<file path="src/sv/snshr_pkg.sv">
// Shared types and constants for the selection name stack hit record engine.
// Used by the controller, the datapath and the top level; depends on nothing.
`default_nettype none

package snshr_pkg;

    // Default depth of the name stack
    localparam int NAME_STACK_DEPTH_DEF = 32;

    // Field widths
    localparam int OP_W    = 3;
    localparam int WORD_W  = 32;
    localparam int HITS_W  = 16;
    localparam int CAP_W   = 16;

    // Reset value of the buffer capacity register
    localparam logic [CAP_W-1:0] CAPACITY_RESET = 16'd512;

    // Command codes
    localparam logic [OP_W-1:0] OP_CLEAR = 3'd0;
    localparam logic [OP_W-1:0] OP_LOAD  = 3'd1;
    localparam logic [OP_W-1:0] OP_POP   = 3'd2;
    localparam logic [OP_W-1:0] OP_PUSH  = 3'd3;
    localparam logic [OP_W-1:0] OP_HIT   = 3'd4;
    localparam logic [OP_W-1:0] OP_MODE  = 3'd5;

    // Which word the output register takes
    typedef enum logic [2:0] {
        EMIT_NONE,
        EMIT_COUNT,
        EMIT_MIN,
        EMIT_MAX,
        EMIT_NAME,
        EMIT_FLAG,
        EMIT_REPLY
    } emit_sel_t;

    // Controller to datapath
    typedef struct packed {
        logic      in_ready;   // take a new item
        logic      decode;     // evaluate the latched command
        emit_sel_t emit;       // load the output register
        logic      emit_last;  // mark the loaded item as the final one
        logic      name_read;  // read the name stack at the walk index
        logic      apply;      // commit stack and mode changes
    } dp_cmd_t;

    // Datapath to controller
    typedef struct packed {
        logic [OP_W-1:0] op;
        logic            rec_emit;   // a record fits and goes out
        logic            flag_need;  // overflow or stack error raised
        logic            name_last;  // walk index is at the top name
        logic            slot_free;  // output register can take an item
    } dp_status_t;

endpackage

`default_nettype wire

</file>
<file path="src/sv/snshr_datapath.sv">
// Datapath of the selection name stack hit record engine: state registers,
// name stack memory, record checks and the output register. Uses snshr_pkg.
`default_nettype none

module snshr_datapath #(
    parameter int NAME_STACK_DEPTH = snshr_pkg::NAME_STACK_DEPTH_DEF
) (
    input  wire logic                          clk,
    input  wire logic                          rst_n,
    input  wire logic                          cfg_we,
    input  wire logic [snshr_pkg::CAP_W-1:0]   cfg_data,
    input  wire logic                          in_valid,
    input  wire logic [snshr_pkg::OP_W-1:0]    in_op,
    input  wire logic [snshr_pkg::WORD_W-1:0]  in_name,
    input  wire logic [snshr_pkg::WORD_W-1:0]  in_zmin,
    input  wire logic [snshr_pkg::WORD_W-1:0]  in_zmax,
    input  wire logic                          in_mode,
    input  wire snshr_pkg::dp_cmd_t            cmd,
    output snshr_pkg::dp_status_t              status,
    input  wire logic                          out_ready,
    output logic                               out_valid,
    output logic                               out_kind,
    output logic                               out_last,
    output logic [snshr_pkg::WORD_W-1:0]       out_word,
    output logic [snshr_pkg::HITS_W-1:0]       out_prev,
    output logic                               out_ovf,
    output logic                               out_serr
);

    localparam int CNT_W  = $clog2(NAME_STACK_DEPTH + 1);
    localparam int ADDR_W = (NAME_STACK_DEPTH > 1) ? $clog2(NAME_STACK_DEPTH) : 1;
    localparam int SUM_W  = snshr_pkg::CAP_W + 1;
    localparam logic [CNT_W-1:0] DEPTH_CNT = CNT_W'(NAME_STACK_DEPTH);

    // Latched command
    logic [snshr_pkg::OP_W-1:0]   op_reg;
    logic [snshr_pkg::WORD_W-1:0] name_reg;
    logic [snshr_pkg::WORD_W-1:0] zmin_reg;
    logic [snshr_pkg::WORD_W-1:0] zmax_reg;
    logic                         mode_reg;

    // Engine state
    logic [CNT_W-1:0]              count_reg;
    logic                          selecting_reg;
    logic                          pending_reg;
    logic [snshr_pkg::WORD_W-1:0]  least_reg;
    logic [snshr_pkg::WORD_W-1:0]  greatest_reg;
    logic [snshr_pkg::CAP_W-1:0]   wpos_reg;
    logic [snshr_pkg::HITS_W-1:0]  hits_reg;
    logic [snshr_pkg::CAP_W-1:0]   cap_reg;

    // Per-command flags and name walk
    logic                          ovf_reg;
    logic                          serr_reg;
    logic                          flush_reg;
    logic [CNT_W-1:0]              idx_reg;

    // Name stack memory
    logic [snshr_pkg::WORD_W-1:0]  stack_mem [NAME_STACK_DEPTH];
    logic [snshr_pkg::WORD_W-1:0]  rd_data_reg;

    // Output register
    logic                          valid_reg;
    logic                          kind_reg;
    logic                          last_reg;
    logic [snshr_pkg::WORD_W-1:0]  word_reg;
    logic [snshr_pkg::HITS_W-1:0]  prev_reg;
    logic                          oovf_reg;
    logic                          oserr_reg;

    logic                          flush_c;
    logic                          has_rec_c;
    logic [SUM_W-1:0]              end_pos_c;
    logic                          fit_fail_c;
    logic                          rec_emit_c;
    logic                          ovf_c;
    logic                          serr_c;
    logic                          slot_free;

    // Decide flush, fit and stack misuse for the latched command
    always_comb
    begin
        flush_c    = selecting_reg && ((op_reg == snshr_pkg::OP_CLEAR) ||
                                       (op_reg == snshr_pkg::OP_LOAD)  ||
                                       (op_reg == snshr_pkg::OP_POP)   ||
                                       (op_reg == snshr_pkg::OP_PUSH)  ||
                                       (op_reg == snshr_pkg::OP_MODE));
        has_rec_c  = flush_c && (count_reg != '0) && pending_reg;
        end_pos_c  = {1'b0, wpos_reg} + SUM_W'(count_reg) + SUM_W'(3);
        fit_fail_c = end_pos_c > {1'b0, cap_reg};
        rec_emit_c = has_rec_c && !fit_fail_c;
        ovf_c      = has_rec_c && fit_fail_c;
        serr_c     = selecting_reg &&
                     ((((op_reg == snshr_pkg::OP_LOAD) || (op_reg == snshr_pkg::OP_POP)) &&
                       (count_reg == '0)) ||
                      ((op_reg == snshr_pkg::OP_PUSH) && (count_reg >= DEPTH_CNT)));
        slot_free  = !valid_reg || out_ready;
    end

    assign status.op        = op_reg;
    assign status.rec_emit  = rec_emit_c;
    assign status.flag_need = ovf_c || serr_c;
    assign status.name_last = (idx_reg == (count_reg - CNT_W'(1)));
    assign status.slot_free = slot_free;

    // Hold the accepted command
    always_ff @(posedge clk)
    begin
        if (in_valid && cmd.in_ready)
        begin
            op_reg   <= in_op;
            name_reg <= in_name;
            zmin_reg <= in_zmin;
            zmax_reg <= in_zmax;
            mode_reg <= in_mode;
        end
    end

    // Write and read the name stack
    always_ff @(posedge clk)
    begin
        if (cmd.apply && selecting_reg && !serr_reg)
        begin
            if (op_reg == snshr_pkg::OP_LOAD)
            begin
                stack_mem[ADDR_W'(count_reg - CNT_W'(1))] <= name_reg;
            end
            else if (op_reg == snshr_pkg::OP_PUSH)
            begin
                stack_mem[ADDR_W'(count_reg)] <= name_reg;
            end
        end
        if (cmd.name_read)
        begin
            rd_data_reg <= stack_mem[idx_reg[ADDR_W-1:0]];
        end
    end

    // Engine state updates
    always_ff @(posedge clk or negedge rst_n)
    begin
        if (!rst_n)
        begin
            count_reg     <= '0;
            selecting_reg <= 1'b0;
            pending_reg   <= 1'b0;
            least_reg     <= '1;
            greatest_reg  <= '0;
            wpos_reg      <= '0;
            hits_reg      <= '0;
            cap_reg       <= snshr_pkg::CAPACITY_RESET;
            ovf_reg       <= 1'b0;
            serr_reg      <= 1'b0;
            flush_reg     <= 1'b0;
            idx_reg       <= '0;
        end
        else
        begin
            if (cfg_we)
            begin
                cap_reg <= cfg_data;
            end

            if (cmd.decode)
            begin
                ovf_reg   <= ovf_c;
                serr_reg  <= serr_c;
                flush_reg <= flush_c;
                idx_reg   <= '0;
                // Count the record that goes out
                if (rec_emit_c)
                begin
                    wpos_reg <= end_pos_c[snshr_pkg::CAP_W-1:0];
                    if (hits_reg != '1)
                    begin
                        hits_reg <= hits_reg + snshr_pkg::HITS_W'(1);
                    end
                end
                // Widen the pending depth range
                if (op_reg == snshr_pkg::OP_HIT)
                begin
                    if (least_reg > zmin_reg)
                    begin
                        least_reg <= zmin_reg;
                    end
                    if (greatest_reg < zmax_reg)
                    begin
                        greatest_reg <= zmax_reg;
                    end
                    pending_reg <= 1'b1;
                end
            end

            // Advance the name walk
            if (cmd.emit == snshr_pkg::EMIT_NAME)
            begin
                idx_reg <= idx_reg + CNT_W'(1);
            end

            if (cmd.apply)
            begin
                if (flush_reg)
                begin
                    pending_reg  <= 1'b0;
                    least_reg    <= '1;
                    greatest_reg <= '0;
                end
                case (op_reg)
                    snshr_pkg::OP_CLEAR:
                    begin
                        count_reg <= '0;
                    end
                    snshr_pkg::OP_POP:
                    begin
                        if (selecting_reg && !serr_reg)
                        begin
                            count_reg <= count_reg - CNT_W'(1);
                        end
                    end
                    snshr_pkg::OP_PUSH:
                    begin
                        if (selecting_reg && !serr_reg)
                        begin
                            count_reg <= count_reg + CNT_W'(1);
                        end
                    end
                    snshr_pkg::OP_MODE:
                    begin
                        selecting_reg <= mode_reg;
                        wpos_reg      <= '0;
                        hits_reg      <= '0;
                    end
                    default:
                    begin
                    end
                endcase
            end
        end
    end

    // Output register valid
    always_ff @(posedge clk or negedge rst_n)
    begin
        if (!rst_n)
        begin
            valid_reg <= 1'b0;
        end
        else if (cmd.emit != snshr_pkg::EMIT_NONE)
        begin
            valid_reg <= 1'b1;
        end
        else if (out_ready)
        begin
            valid_reg <= 1'b0;
        end
    end

    // Output register payload
    always_ff @(posedge clk)
    begin
        if (cmd.emit != snshr_pkg::EMIT_NONE)
        begin
            kind_reg  <= (cmd.emit == snshr_pkg::EMIT_REPLY);
            last_reg  <= cmd.emit_last;
            oovf_reg  <= ovf_reg;
            oserr_reg <= serr_reg;
            prev_reg  <= (cmd.emit == snshr_pkg::EMIT_REPLY) ? hits_reg : '0;
            case (cmd.emit)
                snshr_pkg::EMIT_COUNT: word_reg <= snshr_pkg::WORD_W'(count_reg);
                snshr_pkg::EMIT_MIN:   word_reg <= least_reg;
                snshr_pkg::EMIT_MAX:   word_reg <= greatest_reg;
                snshr_pkg::EMIT_NAME:  word_reg <= rd_data_reg;
                default:               word_reg <= '0;
            endcase
        end
    end

    assign out_valid = valid_reg;
    assign out_kind  = kind_reg;
    assign out_last  = last_reg;
    assign out_word  = word_reg;
    assign out_prev  = prev_reg;
    assign out_ovf   = oovf_reg;
    assign out_serr  = oserr_reg;

endmodule

`default_nettype wire

</file>
<file path="src/sv/snshr_ctrl.sv">
// Controller of the selection name stack hit record engine: sequences decode,
// record emission, replies and commit. Uses snshr_pkg types.
`default_nettype none

module snshr_ctrl (
    input  wire logic                  clk,
    input  wire logic                  rst_n,
    input  wire logic                  in_valid,
    input  wire snshr_pkg::dp_status_t status,
    output snshr_pkg::dp_cmd_t         cmd
);

    typedef enum logic [3:0] {
        S_IDLE,
        S_DECODE,
        S_COUNT,
        S_MIN,
        S_MAX,
        S_READ,
        S_NAME,
        S_FLAG,
        S_REPLY,
        S_APPLY
    } state_t;

    state_t state_reg;
    state_t state_next;
    logic   is_mode;

    assign is_mode = (status.op == snshr_pkg::OP_MODE);

    // Next state and commands
    always_comb
    begin
        state_next    = state_reg;
        cmd.in_ready  = 1'b0;
        cmd.decode    = 1'b0;
        cmd.emit      = snshr_pkg::EMIT_NONE;
        cmd.emit_last = 1'b0;
        cmd.name_read = 1'b0;
        cmd.apply     = 1'b0;
        case (state_reg)
            S_IDLE:
            begin
                cmd.in_ready = 1'b1;
                if (in_valid)
                begin
                    state_next = S_DECODE;
                end
            end
            S_DECODE:
            begin
                cmd.decode = 1'b1;
                if (status.op == snshr_pkg::OP_HIT)
                begin
                    state_next = S_IDLE;
                end
                else if (status.rec_emit)
                begin
                    state_next = S_COUNT;
                end
                else if (is_mode)
                begin
                    state_next = S_REPLY;
                end
                else if (status.flag_need)
                begin
                    state_next = S_FLAG;
                end
                else
                begin
                    state_next = S_APPLY;
                end
            end
            S_COUNT:
            begin
                if (status.slot_free)
                begin
                    cmd.emit   = snshr_pkg::EMIT_COUNT;
                    state_next = S_MIN;
                end
            end
            S_MIN:
            begin
                if (status.slot_free)
                begin
                    cmd.emit   = snshr_pkg::EMIT_MIN;
                    state_next = S_MAX;
                end
            end
            S_MAX:
            begin
                if (status.slot_free)
                begin
                    cmd.emit   = snshr_pkg::EMIT_MAX;
                    state_next = S_READ;
                end
            end
            S_READ:
            begin
                cmd.name_read = 1'b1;
                state_next    = S_NAME;
            end
            S_NAME:
            begin
                if (status.slot_free)
                begin
                    cmd.emit      = snshr_pkg::EMIT_NAME;
                    cmd.emit_last = status.name_last && !is_mode;
                    if (!status.name_last)
                    begin
                        state_next = S_READ;
                    end
                    else if (is_mode)
                    begin
                        state_next = S_REPLY;
                    end
                    else
                    begin
                        state_next = S_APPLY;
                    end
                end
            end
            S_FLAG:
            begin
                if (status.slot_free)
                begin
                    cmd.emit      = snshr_pkg::EMIT_FLAG;
                    cmd.emit_last = 1'b1;
                    state_next    = S_APPLY;
                end
            end
            S_REPLY:
            begin
                if (status.slot_free)
                begin
                    cmd.emit      = snshr_pkg::EMIT_REPLY;
                    cmd.emit_last = 1'b1;
                    state_next    = S_APPLY;
                end
            end
            S_APPLY:
            begin
                cmd.apply  = 1'b1;
                state_next = S_IDLE;
            end
            default:
            begin
                state_next = S_IDLE;
            end
        endcase
    end

    // Hold state
    always_ff @(posedge clk or negedge rst_n)
    begin
        if (!rst_n)
        begin
            state_reg <= S_IDLE;
        end
        else
        begin
            state_reg <= state_next;
        end
    end

endmodule

`default_nettype wire

</file>
<file path="src/sv/selection_name_stack_hit_records_top.sv">
// Top level of the selection name stack hit record engine.
// Instantiates snshr_ctrl and snshr_datapath; uses snshr_pkg.
`default_nettype none

// Takes one command item at a time and returns hit record words and set-mode
// replies on the master stream; tlast marks the final item of each command
// that returns items. A register-hit command returns no item; clear, load, pop
// and push with no record return none, or one overflow or stack error flag
// item; a command that flushes a record of N names returns its words subject
// to any output stall, and a set-mode command adds its reply. The rate is set
// by the controller sequence and by the name stack memory, whose registered
// read port is read before each name goes out.
// cfg_data writes the buffer capacity in words whenever cfg_we is high.
module selection_name_stack_hit_records_top #(
    parameter int NAME_STACK_DEPTH = snshr_pkg::NAME_STACK_DEPTH_DEF
) (
    input  wire logic          clk,
    input  wire logic          rst_n,
    // Configuration: buffer capacity
    input  wire logic          cfg_we,
    input  wire logic [15:0]   cfg_data,
    // Command stream
    input  wire logic          s_axis_tvalid,
    output logic               s_axis_tready,
    input  wire logic [103:0]  s_axis_tdata,  // name_value, hit_min_depth, hit_max_depth, mode_on
    input  wire logic [2:0]    s_axis_tuser,  // op
    // Result stream
    output logic               m_axis_tvalid,
    input  wire logic          m_axis_tready,
    output logic [55:0]        m_axis_tdata,  // record_word, previous_hits, overflow, stack_error
    output logic [0:0]         m_axis_tuser,  // kind
    output logic               m_axis_tlast
);

    snshr_pkg::dp_cmd_t    cmd;
    snshr_pkg::dp_status_t status;

    logic                          out_kind;
    logic [snshr_pkg::WORD_W-1:0]  out_word;
    logic [snshr_pkg::HITS_W-1:0]  out_prev;
    logic                          out_ovf;
    logic                          out_serr;

    snshr_ctrl u_ctrl (
        .clk      (clk),
        .rst_n    (rst_n),
        .in_valid (s_axis_tvalid),
        .status   (status),
        .cmd      (cmd)
    );

    snshr_datapath #(
        .NAME_STACK_DEPTH (NAME_STACK_DEPTH)
    ) u_datapath (
        .clk       (clk),
        .rst_n     (rst_n),
        .cfg_we    (cfg_we),
        .cfg_data  (cfg_data),
        .in_valid  (s_axis_tvalid),
        .in_op     (s_axis_tuser),
        .in_name   (s_axis_tdata[31:0]),
        .in_zmin   (s_axis_tdata[63:32]),
        .in_zmax   (s_axis_tdata[95:64]),
        .in_mode   (s_axis_tdata[96]),
        .cmd       (cmd),
        .status    (status),
        .out_ready (m_axis_tready),
        .out_valid (m_axis_tvalid),
        .out_kind  (out_kind),
        .out_last  (m_axis_tlast),
        .out_word  (out_word),
        .out_prev  (out_prev),
        .out_ovf   (out_ovf),
        .out_serr  (out_serr)
    );

    // Pack the result item
    assign s_axis_tready   = cmd.in_ready;
    assign m_axis_tuser[0] = out_kind;
    assign m_axis_tdata    = {6'd0, out_serr, out_ovf, out_prev, out_word};

endmodule

`default_nettype wire
</file>
<file path="config.mk">
export PLATFORM = sky130hd
export DESIGN_NAME = selection_name_stack_hit_records_top
export DESIGN_NICKNAME = d
export VERILOG_FILES = /design/src/sv/snshr_pkg.sv /design/src/sv/snshr_datapath.sv /design/src/sv/snshr_ctrl.sv /design/src/sv/selection_name_stack_hit_records_top.sv
export SDC_FILE = /design/constraint.sdc
export NUM_CORES = 1
export LEC_CHECK = 0
export BUFFER_PORTS_ARGS = -buffer_cell sky130_fd_sc_hd__buf_2
export CORE_UTILIZATION = 44
export CTS_CLUSTER_DIAMETER = 50
export DETAILED_ROUTE_END_ITERATION = 6
export SLEW_MARGIN = 40
export SYNTH_ARGS = -nofsm -noshare
export SYNTH_HDL_FRONTEND = slang
export SYNTH_SLANG_ARGS = --single-unit
</file>
<file path="constraint.sdc">
create_clock -name clk -period 5.5 [get_ports clk]
set_input_delay 1.65 -clock clk [delete_from_list [all_inputs] [get_ports clk]]
set_output_delay 1.65 -clock clk [all_outputs]
set_load 0.1 [all_outputs]
</file>
==> flow_summary_export.csv, run 1 <==
group,metric,value,unit
outcome,outcome,"complete, no violations",
job,drv_cap,0,
logic_synthesis,syn_inst,2893,
die,die_x,354,microns
layout,drive_gt1_share,28.8,%
sta,relSlewSlack,42.3,%
logic_synthesis,yosysWarningCount,0,
die,core_region_area,0.122,sq mm
logic_synthesis,synth_edf_count,1208,
pwr,pwr-share-comb,16.7,%
grt,grt_pass1_wl,194000,microns
pwr,swShare,29.1,%
die,initial_core_util,44.5,%
cts,cts_sinks,1342,
pwr,ir_drop,0.410,mV
routing,routed_wl,133000,microns
setup_path,critPathMaxStageDelay,470,ps
place,place_hpwl,76400,microns
grt,grt_pass1_vias,29200,
pwr,p_switching,0.00775,W
pwr,clock_power_share,35.1,%
logic_synthesis,seq_area_frac_synth,72.9,%
cts,cts_buffer_depth,3,
routing,via_count,28600,
layout,nets,3411,
die,rows,128,
setup_path,cp_num_buf_inv,3,
cts,htree_levels,4,
grt,grt_start_max_net_pins,74,
cts,postCtsSetupBuffers,0,
layout,top_register,"u_datapath.stack_mem",
die,die_height,354,microns
sta,period_minus_slack,5250,ps
sta,rsz0062_at_grt,"false",
setup_path,worstPathArrival,5930,ps
setup_path,path_max_fanout,18,
setup_path,cp_top_family,"compound AO/OA/AOI/OAI gates",
sta,hold_slack,505,ps
cts,clk_latency,780,ps
place,globalplace.congestion,0.863,
setup_path,cpMostUsedCell,"ha_1",
sta,fin_crit_sh,95.4,%
die,die_area,0.125,sq mm
logic_synthesis,netlist_area,0.0544,sq mm
setup_path,start_kind,"register",
layout,area.growth.synth_to_final,15.7,%
pwr,powerDensity,424,mW/mm^2
sta,finalHoldViolCount,0,
die,io_pins,188,
setup_path,slowest_stage,"fa_1",
routing,drtIter0Drc,3041,
setup_path,critPathRequiredTime,6180,ps
setup_path,path_class,"register to register",
pwr,internal_power,0.0189,W
grt,overflow,0,
cts,cts-resized-gates,0,
routing,drc,0,
hold_path,hold_path_class,"register to register",
cts,cts.reportedPaths.clkPinSlew,60,ps
sta,clock_skew,27.7,ps
setup_path,end_kind,"register",
cts,cts_tree,"built",
sta,tightest_slew,864,ps
place,io_buffers,174,
cts,postCtsHoldBufs,0,
cts,clockRootBuffer,"clkbuf_16",
grt,grt_usage,21.3,%
sta,setup_tns,0,ps
logic_synthesis,synth_area_per_cell,18.8,sq um
routing,ant_nets,0,
routing,wl_per_cell,26.9,microns
grt,antenna_found_initial,3,
setup_path,crit_chain,"inv_1, ha_1, inv_1, ha_1, fa_1, a21o_1, a21oi_1, nor2b_1, o311ai_2, nor2_1, and3_1, xor2_1, ha_1, nand4_1, o41ai_1, o32a_1, o21ai_1, or2_1, buf_4, or3_1, a21oi_1",
logic_synthesis,synth.distinct_cells,81,
cts,cts_buffers,148,
routing,via_per_inst,5.80,
pwr,total_power,0.0267,W
logic_synthesis,async_reset_ff_share,9.99,%
sta,setup_violations,0,
pwr,pwr-share-seq,48.2,%
logic_synthesis,ys.flop_type,"edfxtp_1",
sta,fmax,0.191,GHz
pwr,p_leak,21.2,nW
sta,final_max_slew_viol_count,0,
layout,largest_register_ffs,1024,
logic_synthesis,synth_seq_cells,1342,
routing,dr.pass1.iters,7,
-- cell usage in the layout, fill, tap and decap left out, types with 33 or more instances in the layout --
cell type  Yosys  routed
nor2_4         0      34
o21ai_0       86      86
dfrtp_1      101      96
ha_1          96      96
nor3_1        43      40
mux2_2        34      34
clkbuf_1     105      39
nand2_1      180     179
mux4_2       320     320
inv_1        127     127
clkbuf_16      0     152
edfxtp_1    1208    1208
nand3_1       61      60
buf_2         29     173
a21oi_1       70      68
mux2i_1       35      35
buf_4          9      59
buf_6          2      34
nor2_1        76      42
dfstp_2       33      33
-- metal layers --
metal	routed length, microns	track usage, %	vias to the layer above
met3	9050	3.66	196
met4	2850	6.54	0
li1	-	-	12200
met5	0	0	-
met1	57700	30.8	15000
met2	63200	33.2	1129
-- logic make-up after synthesis --
kind of cell	Yosys count	share of synthesized area [%]
compound gates	279	3.39
xor+xnor	24	0.386
fa+ha+maj	97	2.25
buf+inv	282	2.19
flops	1342	72.9
mux	389	14.6
other cells	1	0.00690
simple gates	479	4.24
-- per-stage QoR --
stage | area, sq um | util, % | worst slack [ps] | instances
floorplan | 54400 | - | 46.9 | 2898
global placement | 57600 | 47.1 | 498 | 4613
detailed placement | 57800 | 47.3 | 332 | 4623
CTS | 62400 | 51.1 | 292 | 4893
global route | 62900 | 51.5 | 10.2 | 4931
finish | 62900 | 51.5 | 252 | 4932
-- power groups by stage --
stage                     Sequential [W]  Clock, W  Combinational, W
after floorplan                   0.0137         0           0.00235
after global placement            0.0132         0           0.00402
after detailed placement          0.0132         0           0.00419
after CTS                         0.0130   0.00955           0.00421
after global routing              0.0129   0.00993           0.00486
final                             0.0128   0.00937           0.00446
-- worst min-delay path: stages, from the launching register on --
cell	delay (ps)
edfxtp_1	360
nand2_1	60
nand2_1	50
-- path summary, 6_finish.rpt --
path                                                     startpoint                              endpoint  slack, ps  depth (start not counted)
worst max-delay path            u_datapath.count_reg[0]$_DFFE_PN0P_     u_datapath.wpos_reg[12]$_DFF_PN0_        250                         21
worst min-delay path                  u_datapath.mode_reg$_DFFE_PP_  u_datapath.selecting_reg$_DFFE_PN0P_        510                          2
worst max register to register  u_datapath.count_reg[0]$_DFFE_PN0P_     u_datapath.wpos_reg[12]$_DFF_PN0_        250                         21
worst min register to register        u_datapath.mode_reg$_DFFE_PP_  u_datapath.selecting_reg$_DFFE_PN0P_        510                          2
max in group asynchronous                                     rst_n    u_datapath.least_reg[31]$_DFF_PN1_       3600                          2
min in group asynchronous                                     rst_n     u_datapath.hits_reg[15]$_DFF_PN0_        850                          1
-- cell type report --
| cell class | count | area (sq um) |
|---|---|---|
| inverters | 127 | 477 |
| multi-input cells | 1274 | 13900 |
| clock inverters | 77 | 624 |
| repair buffers | 293 | 2200 |
| clock buffers | 193 | 3980 |
| flip-flops and latches | 1342 | 39700 |
| fillers | 9669 | 59300 |
| diodes | 1 | 2.50 |
| well taps | 1625 | 2030 |
-- cell usage after synthesis (7+ instances only) --
master	count	area share, %
nor4_1	9	0.10
o31ai_1	11	0.15
and2_1	23	0.26
dfrtp_1	101	4.6
clkbuf_1	105	0.72
mux4_2	320	13
or3_1	11	0.13
buf_4	9	0.12
nand4_1	14	0.16
nand3_1	61	0.56
a222oi_1	32	0.59
nand2b_1	13	0.15
o21ai_1	7	0.064
nor2_1	76	0.52
a21o_1	9	0.12
buf_2	29	0.27
nor2b_1	7	0.081
a21oi_1	70	0.64
xnor2_1	14	0.23
mux2_2	34	0.70
mux2i_1	35	0.64
nor3_1	43	0.40
buf_1	7	0.048
edfxtp_1	1208	67
inv_1	127	0.88
nand2_1	180	1.2
and3_1	12	0.14
ha_1	96	2.2
o21ai_0	86	0.79
dfstp_2	33	1.6
xor2_1	10	0.16
No activity file was read; power rests on OpenSTA's default activity.
==> inputs of run 2 (changes only) <==
--- a/config.mk
+++ b/config.mk
@@ -6,9 +6,10 @@
 export NUM_CORES = 1
 export LEC_CHECK = 0
 export BUFFER_PORTS_ARGS = -buffer_cell sky130_fd_sc_hd__buf_2
-export CORE_UTILIZATION = 44
+export CORE_UTILIZATION = 40
 export CTS_CLUSTER_DIAMETER = 50
 export DETAILED_ROUTE_END_ITERATION = 6
+export SETUP_SLACK_MARGIN = 0.2
 export SLEW_MARGIN = 40
 export SYNTH_ARGS = -nofsm -noshare
 export SYNTH_HDL_FRONTEND = slang
==> run 2 against run 1 <==
  * Sequential share of layout area fell by 0.18 points
  * Critical path depth up 1
  * Fmax is 5.5% higher
  * Final cell count is 2.8% higher
  * Via count shrank 1.3%
  * Sequential cell count did not move
  * Clock-buffer cell count unchanged
  * Setup slack improved by 270 ps
  * Sequential power barely moved
  * Non-clock buffer count down 1
  * Global-route usage down 2.2 points
  * First-iteration DRC count down 0.59%
  * Critical path type unchanged
  * Largest cell class unchanged
==> flow_summary_export.csv, run 2 (synthesis gave the netlist of run 1 again) <==
group,metric,value,unit
cts,cts_buffers,147,
setup_path,path_max_fanout,11,
setup_path,cp_top_family,"simple AND/OR/NAND/NOR gates",
cts,postCtsHoldBufs,0,
routing,wl_per_cell,25.8,microns
setup_path,start_kind,"register",
sta,rsz0062_at_grt,"false",
routing,via_count,28200,
sta,setup_violations,0,
cts,cts.reportedPaths.clkPinSlew,60,ps
sta,period_minus_slack,4980,ps
setup_path,crit_chain,"inv_1, ha_1, inv_1, ha_1, fa_1, a21o_1, a21oi_2, nor2b_1, o311ai_2, nor2_1, and3_1, xor2_1, ha_1, or3_1, o21ai_0, o32a_1, o21ai_1, buf_4, nor3_1, buf_4, or4b_1, nand2_1",
layout,drive_gt1_share,29.0,%
setup_path,rr_startpoint,"u_datapath.count_reg[0]$_DFFE_PN0P_",
routing,dr.pass1.iters,6,
cts,cts_tree,"built",
setup_path,cp_num_buf_inv,4,
setup_path,path_class,"register to register",
place,globalplace.congestion,0.815,
routing,routed_wl,131000,microns
hold_path,hold_depth,2,
hold_path,hold_start,"u_datapath.mode_reg$_DFFE_PP_",
pwr,powerDensity,425,mW/mm^2
grt,grt_pass1_vias,27900,
setup_path,critPathMaxStageDelay,470,ps
hold_path,min_to,"u_datapath.selecting_reg$_DFFE_PN0P_",
sta,fmax,0.201,GHz
cts,postCtsSetupBuffers,0,
pwr,p_leak,21.2,nW
cts,clk_latency,770,ps
grt,grt_start_max_net_pins,76,
grt,antenna_found_initial,1,
die,die_height,371,microns
die,die_area,0.137,sq mm
die,io_pins,188,
layout,mostFrequentLayoutCells,"edfxtp_1, mux4_2, nand2_1, buf_2, clkbuf_16",
place,io_buffers,174,
sta,setup_tns,0,ps
routing,drc,0,
routing,via_per_inst,5.56,
setup_path,r2r_end,"u_datapath.hits_reg[9]$_DFF_PN0_",
setup_path,end_kind,"register",
die,core_region_area,0.134,sq mm
layout,fillers,11200,
sta,finalHoldViolCount,0,
job,drv_cap,0,
layout,layout_commonest_cell,"edfxtp_1",
cts,htree_levels,4,
cts,clockRootBuffer,"clkbuf_16",
layout,finish.utilization,47.0,%
setup_path,r2r_cells,22,
layout,nets,3409,
setup_path,slowest_stage,"fa_1",
sta,clock_skew,36.8,ps
routing,drtIter0Drc,3023,
grt,grt_usage,19.1,%
sta,relSlewSlack,39.5,%
layout,top_register,"u_datapath.stack_mem",
sta,tightest_slew,908,ps
setup_path,reg2reg_slack,520,ps
sta,fin_crit_sh,90.5,%
grt,grt_pass1_wl,190000,microns
die,initial_core_util,40.5,%
setup_path,cpMostUsedCell,"ha_1",
routing,ant_nets,0,
hold_path,hold_path_class,"register to register",
sta,final_max_slew_viol_count,0,
setup_path,worstPathArrival,5680,ps
layout,largest_register_ffs,1024,
cts,cts_buffer_depth,3,
setup_path,critPathRequiredTime,6200,ps
die,rows,134,
die,die_x,371,microns
outcome,outcome,"complete, no violations",
cts,cts_sinks,1342,
grt,overflow,0,
layout,area.growth.synth_to_final,16.0,%
place,place_hpwl,72400,microns
pwr,ir_drop,0.294,mV
==> run 2: changes by cell type in the layout (fill, tap and decap cells not counted), sizes merged <==
cell / before / now
buf: 292 / 291
diode: 1 / 2
inv: 140 / 135
bufinv: 6 / 8
==> run 2: cell type report <==
class | instances | area [sq um] | share of cell area, %
inverter | 127 | 477 | 0.756
tap | 1768 | 2210 | 3.51
sequential | 1342 | 39700 | 62.9
antenna | 2 | 5.00 | 0.00793
timing repair buffer | 292 | 2100 | 3.33
multi-input combinational | 1274 | 13900 | 22.1
clock buffer | 193 | 4060 | 6.44
clock inverter | 74 | 626 | 0.992
==> run 2: layer usage <==
layer / GRT usage [%] / vias up / routed length (microns)
met3: 3.43 / 179 / 8860
met5: 0 / - / 0
met2: 29.5 / 1059 / 61100
met1: 27.8 / 14700 / 58100
met4: 5.60 / 0 / 2910
li1: - / 12200 / -
==> run 2: power by group <==
group / internal [W] / switching (W) / leakage (nW) / total, W
combinational: 0.00133 / 0.00312 / 6.36 / 0.00446
clock: 0.00559 / 0.00395 / 2.28 / 0.00954
sequential: 0.0122 / 0.000643 / 12.6 / 0.0128
total: 0.0191 / 0.00772 / 21.2 / 0.0268
==> run 2: how the worst max path moves through the flow <==
stage | cells past startpoint | start | to
2_1_floorplan | 23 | u_datapath.count_reg[1]$_DFFE_PN0P_ | u_datapath.hits_reg[9]$_DFF_PN0_
3_3_place_gp | 21 | u_datapath.count_reg[0]$_DFFE_PN0P_ | u_datapath.wpos_reg[9]$_DFF_PN0_
3_5_place_dp | 22 | u_datapath.count_reg[0]$_DFFE_PN0P_ | u_datapath.hits_reg[12]$_DFF_PN0_
4_1_cts | 21 | u_datapath.count_reg[0]$_DFFE_PN0P_ | u_datapath.wpos_reg[7]$_DFF_PN0_
5_1_grt | 22 | u_datapath.count_reg[0]$_DFFE_PN0P_ | u_datapath.hits_reg[9]$_DFF_PN0_
6_report | 22 | u_datapath.count_reg[0]$_DFFE_PN0P_ | u_datapath.hits_reg[9]$_DFF_PN0_
==> run 2: stage by stage <==
stage | hold slack, ps | power [W] | cells | cell area, sq um | setup WS (ps)
after floorplan | 415 | 0.0161 | 2898 | 54400 | 459
after global placement | 434 | 0.0173 | 4764 | 57800 | 466
after detailed placement | 435 | 0.0174 | 4774 | 58000 | 389
after CTS | 453 | 0.0270 | 5041 | 62700 | 372
after global routing | 480 | 0.0279 | 5070 | 63100 | 219
final | 450 | 0.0268 | 5072 | 63100 | 525
==> run 2: tightest hold or removal path, stage by stage, from the launching register on <==
cell and delay, ps:
edfxtp_1 320, nand2_1 50, nand2_1 50
==> run 2: timing repair <==
action,4_1_cts,5_1_grt
gates resized for setup,0,5
endpoints found under the hold margin,0,0
endpoints found under the setup margin,0,17
